===== src/rtl/ascii_signed_integer_parser_unit_macros.svh =====
// Assertion macros for the ASCII signed integer parser unit.
// Used by the top level only; expects signals named clock and reset in scope.
`ifndef ASCII_SIGNED_INTEGER_PARSER_UNIT_MACROS_SVH
`define ASCII_SIGNED_INTEGER_PARSER_UNIT_MACROS_SVH

// Same-cycle implication, checked outside reset.
`define ASIPU_ASSERT_NOW(lbl, ante, cons) \
   lbl: assert property (@(posedge clock) disable iff (reset) (ante) |-> (cons)) \
      else $error("asipu: same-cycle check failed");

// Next-cycle implication, checked outside reset.
`define ASIPU_ASSERT_NEXT(lbl, ante, cons) \
   lbl: assert property (@(posedge clock) disable iff (reset) (ante) |=> (cons)) \
      else $error("asipu: next-cycle check failed");

`endif


===== src/rtl/asipu_pkg.sv =====
// Package for the ASCII signed integer parser unit: parse phase type,
// character and radix codes, digit decoding. No dependencies.
package asipu_pkg;

   typedef enum logic [5:0] {
      PH_LEAD   = 6'b000001,
      PH_SIGNED = 6'b000010,
      PH_ZERO   = 6'b000100,
      PH_ZEROX  = 6'b001000,
      PH_DIGITS = 6'b010000,
      PH_DONE   = 6'b100000
   } phase_type;

   typedef struct packed {
      logic       valid;
      logic [5:0] value;
   } digit_type;

   localparam logic [7:0] CHAR_SPACE   = 8'd32;
   localparam logic [7:0] CHAR_PLUS    = 8'd43;
   localparam logic [7:0] CHAR_MINUS   = 8'd45;
   localparam logic [7:0] CHAR_ZERO    = 8'd48;
   localparam logic [7:0] CHAR_NINE    = 8'd57;
   localparam logic [7:0] CHAR_UPPER_A = 8'd65;
   localparam logic [7:0] CHAR_UPPER_Z = 8'd90;
   localparam logic [7:0] CHAR_UPPER_X = 8'd88;
   localparam logic [7:0] CHAR_LOWER_A = 8'd97;
   localparam logic [7:0] CHAR_LOWER_Z = 8'd122;
   localparam logic [7:0] CHAR_LOWER_X = 8'd120;
   localparam logic [7:0] LETTER_BIAS  = 8'd10;

   localparam logic [5:0] BASE_AUTO    = 6'd0;
   localparam logic [5:0] BASE_MIN     = 6'd2;
   localparam logic [5:0] BASE_OCT     = 6'd8;
   localparam logic [5:0] BASE_DEC     = 6'd10;
   localparam logic [5:0] BASE_HEX     = 6'd16;
   localparam logic [5:0] BASE_MAX     = 6'd36;

   function automatic digit_type digit_of(input logic [7:0] c);
      digit_type d;
      d.valid = 1'b1;
      d.value = '0;
      if (c >= CHAR_ZERO && c <= CHAR_NINE) begin
         d.value = 6'(c - CHAR_ZERO);
      end else if (c >= CHAR_LOWER_A && c <= CHAR_LOWER_Z) begin
         d.value = 6'(c - CHAR_LOWER_A + LETTER_BIAS);
      end else if (c >= CHAR_UPPER_A && c <= CHAR_UPPER_Z) begin
         d.value = 6'(c - CHAR_UPPER_A + LETTER_BIAS);
      end else begin
         d.valid = 1'b0;
      end
      return d;
   endfunction

   function automatic logic digit_ok(input logic [7:0] c, input logic [5:0] base);
      digit_type d;
      d = digit_of(c);
      return (base >= BASE_MIN) && (base <= BASE_MAX) && d.valid && (d.value < base);
   endfunction

endpackage


===== src/rtl/ascii_signed_integer_parser_unit.sv =====
// ASCII signed integer parser unit: strtol-style conversion, one character per item.
// Depends on asipu_pkg and ascii_signed_integer_parser_unit_macros.svh.
//
// Usage:
//  - req channel carries one string character per item in req_tdata and a
//    first-character flag in req_tuser; the flag restarts the parse and latches
//    the radix from the csr register (0 = detect from prefix, else 2..36).
//  - rsp channel carries one result per string: the signed 64-bit value and
//    the end offset in rsp_tdata, the converted flag in rsp_tuser. The result
//    is produced by the character that ends the number (NUL included);
//    characters after it are dropped until the next first-character mark.
//  - The ending character's result enters the result register (or the skid
//    register) at its accepting edge. Throughput: one character per cycle
//    while req_tready is high; the single multiply-add of the accumulator by
//    the radix lies in the feedback path of the parse state registers.
//  - Stall: a two-entry output stage (result register plus skid register)
//    keeps taking characters while one result waits; req_tready drops only
//    when both entries are full.
//  - Reset: synchronous, active high; clears the parse state, empties the
//    output stage and sets the radix register to 10.
//  - csr writes are taken at any edge outside reset with csr_wr_en high and
//    apply from the next first-character mark.
`include "ascii_signed_integer_parser_unit_macros.svh"

module ascii_signed_integer_parser_unit
   import asipu_pkg::*;
#(
   parameter int OFFSET_BITS = 16
) (
   input  logic        clock,
   input  logic        reset,
   // configuration
   input  logic        csr_wr_en,
   input  logic [5:0]  csr_wr_data,   // number_base
   // character stream
   input  logic        req_tvalid,
   output logic        req_tready,
   input  logic [7:0]  req_tdata,     // [7:0] character
   input  logic        req_tuser,     // [0] first_char
   // result stream
   output logic        rsp_tvalid,
   input  logic        rsp_tready,
   output logic [79:0] rsp_tdata,     // [63:0] value, [79:64] end_offset
   output logic        rsp_tuser      // [0] converted
);

   // Positions saturate at 2^OFFSET_BITS-1, capped at 16 bits.
   localparam int POS_BITS = (OFFSET_BITS < 16) ? OFFSET_BITS : 16;
   localparam logic [POS_BITS-1:0] POS_MAX = {POS_BITS{1'b1}};

   // Parse state
   logic [5:0]          number_base_ff;
   phase_type           phase_ff, phase_in;
   logic [63:0]         acc_ff, acc_in;
   logic                neg_ff, neg_in;
   logic [5:0]          base_ff, base_in;
   logic [POS_BITS-1:0] pos_ff, pos_in;
   logic [POS_BITS-1:0] pfx_ff, pfx_in;

   // Output stage
   logic                rsp_valid_ff, skid_valid_ff;
   logic [79:0]         rsp_data_ff, skid_data_ff;
   logic                rsp_user_ff, skid_user_ff;

   // Step logic
   logic                accept, pop, push;
   phase_type           ph;
   logic                neg;
   logic [5:0]          base, start_base;
   logic [POS_BITS-1:0] pos;
   digit_type           dig;
   logic [63:0]         acc_mul, finish_value;
   logic                emit;
   logic [63:0]         res_value;
   logic [15:0]         res_off;
   logic                res_conv;

   assign accept     = req_tvalid && req_tready;
   assign pop        = rsp_valid_ff && rsp_tready;
   assign push       = accept && emit;
   assign req_tready = !skid_valid_ff;

   assign dig          = digit_of(req_tdata);
   // DIGITS is never entered with a restart, so the registered state is current.
   assign acc_mul      = acc_ff * {58'd0, base_ff};
   assign finish_value = neg_ff ? (64'd0 - acc_ff) : acc_ff;

   always_comb begin
      // A first-character mark restarts the parse before this character.
      ph         = req_tuser ? PH_LEAD : phase_ff;
      neg        = req_tuser ? 1'b0 : neg_ff;
      base       = req_tuser ? number_base_ff : base_ff;
      pos        = req_tuser ? '0 : pos_ff;
      start_base = (base == BASE_AUTO) ? BASE_DEC : base;

      phase_in  = ph;
      acc_in    = acc_ff;
      neg_in    = neg;
      base_in   = base;
      pfx_in    = pfx_ff;
      emit      = 1'b0;
      res_value = finish_value;
      res_off   = 16'(pos);
      res_conv  = 1'b1;

      case (ph)
         PH_LEAD, PH_SIGNED: begin
            if (ph == PH_LEAD && req_tdata == CHAR_SPACE) begin
               // skip leading space
            end else if (ph == PH_LEAD && req_tdata == CHAR_MINUS) begin
               neg_in   = 1'b1;
               phase_in = PH_SIGNED;
            end else if (ph == PH_LEAD && req_tdata == CHAR_PLUS) begin
               phase_in = PH_SIGNED;
            end else if (req_tdata == CHAR_ZERO
                         && (base == BASE_AUTO || base == BASE_HEX)) begin
               // leading zero: may open a hex or octal prefix
               acc_in   = '0;
               phase_in = PH_ZERO;
            end else begin
               base_in = start_base;
               if (digit_ok(req_tdata, start_base)) begin
                  acc_in   = {58'd0, dig.value};
                  phase_in = PH_DIGITS;
               end else begin
                  // nothing converted
                  emit      = 1'b1;
                  phase_in  = PH_DONE;
                  res_value = '0;
                  res_off   = '0;
                  res_conv  = 1'b0;
               end
            end
         end
         PH_ZERO: begin
            if (req_tdata == CHAR_LOWER_X || req_tdata == CHAR_UPPER_X) begin
               pfx_in   = pos;
               phase_in = PH_ZEROX;
            end else if (base == BASE_AUTO) begin
               if (req_tdata >= CHAR_ZERO && req_tdata <= CHAR_NINE) begin
                  base_in = BASE_OCT;
                  if (digit_ok(req_tdata, BASE_OCT)) begin
                     acc_in   = {58'd0, dig.value};
                     phase_in = PH_DIGITS;
                  end else begin
                     emit     = 1'b1;
                     phase_in = PH_DONE;
                  end
               end else begin
                  emit     = 1'b1;
                  phase_in = PH_DONE;
               end
            end else if (digit_ok(req_tdata, base)) begin
               acc_in   = {58'd0, dig.value};
               phase_in = PH_DIGITS;
            end else begin
               emit     = 1'b1;
               phase_in = PH_DONE;
            end
         end
         PH_ZEROX: begin
            if (digit_ok(req_tdata, BASE_HEX)) begin
               base_in  = BASE_HEX;
               acc_in   = {58'd0, dig.value};
               phase_in = PH_DIGITS;
            end else begin
               // "0x" without a hex digit: the zero alone is the number
               emit     = 1'b1;
               phase_in = PH_DONE;
               res_off  = 16'(pfx_ff);
            end
         end
         PH_DIGITS: begin
            if (digit_ok(req_tdata, base)) begin
               acc_in = acc_mul + {58'd0, dig.value};
            end else begin
               emit     = 1'b1;
               phase_in = PH_DONE;
            end
         end
         PH_DONE: begin
            // drop characters until the next first-character mark
         end
         default: begin
            phase_in = PH_DONE;
         end
      endcase

      pos_in = (pos != POS_MAX) ? POS_BITS'(pos + 1'b1) : pos;
   end

   // Parse state registers: advance on every accepted item.
   always_ff @(posedge clock) begin
      if (reset) begin
         number_base_ff <= BASE_DEC;
         phase_ff       <= PH_LEAD;
         acc_ff         <= '0;
         neg_ff         <= 1'b0;
         base_ff        <= BASE_AUTO;
         pos_ff         <= '0;
         pfx_ff         <= '0;
      end else begin
         if (csr_wr_en) begin
            number_base_ff <= csr_wr_data;
         end
         if (accept) begin
            phase_ff <= phase_in;
            acc_ff   <= acc_in;
            neg_ff   <= neg_in;
            base_ff  <= base_in;
            pos_ff   <= pos_in;
            pfx_ff   <= pfx_in;
         end
      end
   end

   // Output stage: result register with a skid entry behind it.
   always_ff @(posedge clock) begin
      if (reset) begin
         rsp_valid_ff  <= 1'b0;
         skid_valid_ff <= 1'b0;
      end else begin
         if (pop || !rsp_valid_ff) begin
            if (skid_valid_ff) begin
               rsp_valid_ff  <= 1'b1;
               skid_valid_ff <= 1'b0;
            end else begin
               rsp_valid_ff <= push;
            end
         end else if (push) begin
            skid_valid_ff <= 1'b1;
         end
      end
   end

   always_ff @(posedge clock) begin
      if (pop || !rsp_valid_ff) begin
         if (skid_valid_ff) begin
            rsp_data_ff <= skid_data_ff;
            rsp_user_ff <= skid_user_ff;
         end else if (push) begin
            rsp_data_ff <= {res_off, res_value};
            rsp_user_ff <= res_conv;
         end
      end else if (push) begin
         skid_data_ff <= {res_off, res_value};
         skid_user_ff <= res_conv;
      end
   end

   assign rsp_tvalid = rsp_valid_ff;
   assign rsp_tdata  = rsp_data_ff;
   assign rsp_tuser  = rsp_user_ff;

   // Assertions
   `ASIPU_ASSERT_NOW(a_skid_behind_result, skid_valid_ff, rsp_valid_ff)
   `ASIPU_ASSERT_NEXT(a_result_ends_string, push, phase_ff == PH_DONE)
   `ASIPU_ASSERT_NEXT(a_position_advances, accept && !req_tuser && pos_ff != POS_MAX, pos_ff == POS_BITS'($past(pos_ff) + 1'b1))

endmodule

===== config.mk =====
export PLATFORM = sky130hd
export DESIGN_NAME = ascii_signed_integer_parser_unit
export DESIGN_NICKNAME = d
export VERILOG_FILES = /design/src/rtl/asipu_pkg.sv /design/src/rtl/ascii_signed_integer_parser_unit.sv
export VERILOG_INCLUDE_DIRS = /design/src /design/src/rtl
export SDC_FILE = /design/constraint.sdc
export NUM_CORES = 2
export LEC_CHECK = 0
export BUFFER_PORTS_ARGS = -buffer_cell sky130_fd_sc_hd__clkbuf_2
export CORE_MARGIN = 2
export CORE_UTILIZATION = 60
export DETAILED_ROUTE_END_ITERATION = 16
export GPL_TIMING_DRIVEN = 0
export PLACE_DENSITY = 0.82
export SETUP_SLACK_MARGIN = 0.02
export SYNTH_ARGS = -nofsm -noshare
export SYNTH_HDL_FRONTEND = slang
export SYNTH_SLANG_ARGS = --single-unit

===== constraint.sdc =====
create_clock -name clock -period 13.68 [get_ports clock]
set_input_delay 1.368 -clock clock [delete_from_list [all_inputs] [get_ports clock]]
set_output_delay 1.368 -clock clock [all_outputs]
set_load 0.05 [all_outputs]

==> out/metrics.cfg <==
[status]
outcome = finished, final reports clean

[sta]
clock.fmax_mhz = 132
fin_crit_sh_pct = 55.4
fin_crit_ns = 7.58
skew_ns = 0.0151
setup-tns-final_ns = 0
finalSetupViolations = 0
slew_headroom_pct = 31.2
hold_viol_final = 0
rsz0062_at_grt = no
tightest_slew_ns = 1.03
maxSlewViolCount = 0

[routing]
vias = 22000
ant_nets = 0
wire_per_inst_um = 21.4
drt-total-wl_um = 75000
firstDrtPassIters = 5
vias_per_cell = 6.29
drcViolationCount = 0
drt_iter0_markers = 2464

[synth]
synth_cells = 2803
synth_edf_count = 162
ys_types = 83
synth-seq-cells = 279
synthTopCellsByArea = edfxtp_1 (19%), fa_1 (19%), dfxtp_1 (9.1%)
ys.flop_type = edfxtp_1
yosysMostFrequentCell = nand2_1
synth_area_per_cell_um2 = 9.22
synth_commonest_cells = nand2_1 (352), fa_1 (240), and2_1 (230), nor2_1 (195), inv_1 (180)
synth_top_cell_by_area = edfxtp_1
yosysTopAreaCellShare_pct = 18.8
syn-cell-area_mm2 = 0.0258
postSynth.asyncResetShare_pct = 0
ys_seq_area_share_pct = 27.9
yosysWarningCount = 0
synth_nets = 3209

[power]
power.internal_uw = 1430
swShare_pct = 30.3
combinationalPowerShare_pct = 16.8
p_clk_share_pct = 38.2
vdd_drop_max_mv = 0.0988
power.total_uw = 2060
p_sw_uw = 625
cellPowerDensity_mw_per_mm2 = 73.3
p_leak_uw = 0.0123
seqPwrFrac_pct = 45.0

[cts]
cts_sinks = 279
cts_tree = done
clk_latency_ns = 0.57
htree_levels = 1
post_cts_resized = 0
numCtsBuffers = 28
clk_pin_slew_worst_paths_ns = 0.07
cts_setup_buffers = 0
cts.path.max_buffers = 3
holdBufCountCts = 0
root_buffer = clkbuf_16

[layout]
final_cells = 3504
synthToLayoutAreaGrowth_pct = 8.61
final_area_mm2 = 0.0281
drive_gt1_share_pct = 7.67
diodes = 0
finish.utilization_pct = 65.6
fin_nets = 3342

[die]
initial_core_util_pct = 60.4
pin_count = 103
die-area_mm2 = 0.0448
coreArea_mm2 = 0.0428
die_h_um = 212
die_w_um = 212
rows = 76

[worst_setup_path]
startpoint_type = register
worst_ep_required_time_ns = 14.13
cp.arrival_ns = 8.03
setup.worst_path.class = register to register
worstPathMaxFanout = 10
cp-end-kind = register

[flow_run]
max_cap_viol_count = 0

[place]
port_buffers = 99
gp_congestion = 0.982
hpwl_um = 59100
place_area_mm2 = 0.0271
dpl.cell_count = 3452

[global_route]
grt_pass1_vias = 21600
grt_usage_pct = 34.2
antenna_found_initial = 1
grt_overflow = 0
grt_max_degree = 38
grt_pass1_wl_um = 120000

[worst_hold_path]
hp-class = register to register

## registers in the layout, indices dropped and copies added, names as in the netlist
name	count
pos_ff	16
rsp_tvalid	1
skid_user_ff	1
number_base_ff	6
acc_ff	64
rsp_tuser	1
base_ff	6
skid_valid_ff	1
pfx_ff	16
phase_ff	6
neg_ff	1
rsp_tdata	80
skid_data_ff	80
## cells by family after synthesis
logic type | after synthesis | synth area share, %
simple gates | 1027 | 19.8
compound gates | 544 | 14.4
fa+ha+maj | 386 | 25.7
buf+inv | 384 | 5.75
flops | 279 | 27.9
xor+xnor | 138 | 4.68
mux | 45 | 1.83
## final timing paths
check	from	end	slack, ns	cells past startpoint
worst min-delay path	pfx_ff[13]$_SDFFE_PP0P_	pfx_ff[13]$_SDFFE_PP0P_	0.50	2
worst min register to register	pfx_ff[13]$_SDFFE_PP0P_	pfx_ff[13]$_SDFFE_PP0P_	0.50	2
worst max-delay path	base_ff[3]$_SDFFE_PP0P_	acc_ff[60]$_SDFFE_PP0P_	6.10	18
worst max register to register	base_ff[3]$_SDFFE_PP0P_	acc_ff[60]$_SDFFE_PP0P_	6.10	18
## layer usage
metal / vias to the layer above / global-route usage [%] / share of wire (%)
li1: 9871 / - / -
met1: 10800 / 49.1 / 42
met2: 1196 / 53.0 / 45
met3: 161 / 5.43 / 9.8
met4: 0 / 11.2 / 3.4
met5: - / 0 / 0
## power by group through the flow
stage          registers [uW]  clock network, uW  logic, uW
5_1_grt                   928                817        369
3_5_place_dp              945                  0        338
2_1_floorplan            1010                  0        171
6_report                  927                786        346
3_3_place_gp              954                  0        324
4_1_cts                   926                786        339
## through the flow
step / hold WS [ns] / worst slack (ns)
2_1_floorplan: 0.452 / 2.87
3_3_place_gp: 0.464 / -0.0202
3_5_place_dp: 0.479 / 6.18
4_1_cts: 0.495 / 6.35
5_1_grt: 0.525 / 6.10
6_report: 0.499 / 6.10
## cell usage in the layout (no fill, tap or decap), types with 23 or more instances in the layout
master	netlist	routed
clkbuf_2	0	99
nor2b_1	26	26
dfxtp_1	117	117
nor3_1	33	33
nand4_1	23	23
o31ai_1	85	85
nand3_1	57	57
clkbuf_1	174	179
nand2_1	352	352
a21oi_1	131	131
o21ai_0	79	79
fa_1	240	240
nor2_1	195	194
xor2_1	85	85
and2_1	230	230
ha_1	146	146
mux2i_1	26	26
a21o_1	41	41
inv_1	180	180
a22o_1	36	36
clkbuf_16	0	29
edfxtp_1	162	162
xnor2_1	53	53
## area by class of cell
cell class	instances	area, um2
Sequential cell	279	7210
Buffer	204	811
Inverter	180	676
Fill cell	3420	14700
Timing Repair Buffer	103	591
Tap cell	546	683
Multi-Input combinational cell	2140	17200
Clock buffer	35	758
Clock inverter	17	174
## worst max-delay path, stage by stage, from the launching register on
cell and delay (ns):
dfxtp_1 0.32, clkbuf_1 0.70, clkbuf_1 0.56, nand2_1 0.14, fa_1 0.53, fa_1 0.56
inv_1 0.06, fa_1 0.52, fa_1 0.49, ha_1 0.38, a21o_1 0.22, a31o_2 0.23
o21ai_0 0.40, o31ai_1 0.28, o211ai_1 0.65, a31oi_1 0.32, a21boi_0 0.64, mux2i_1 0.18
a32o_1 0.27
Note: power is estimated with default switching activity, not from simulation.
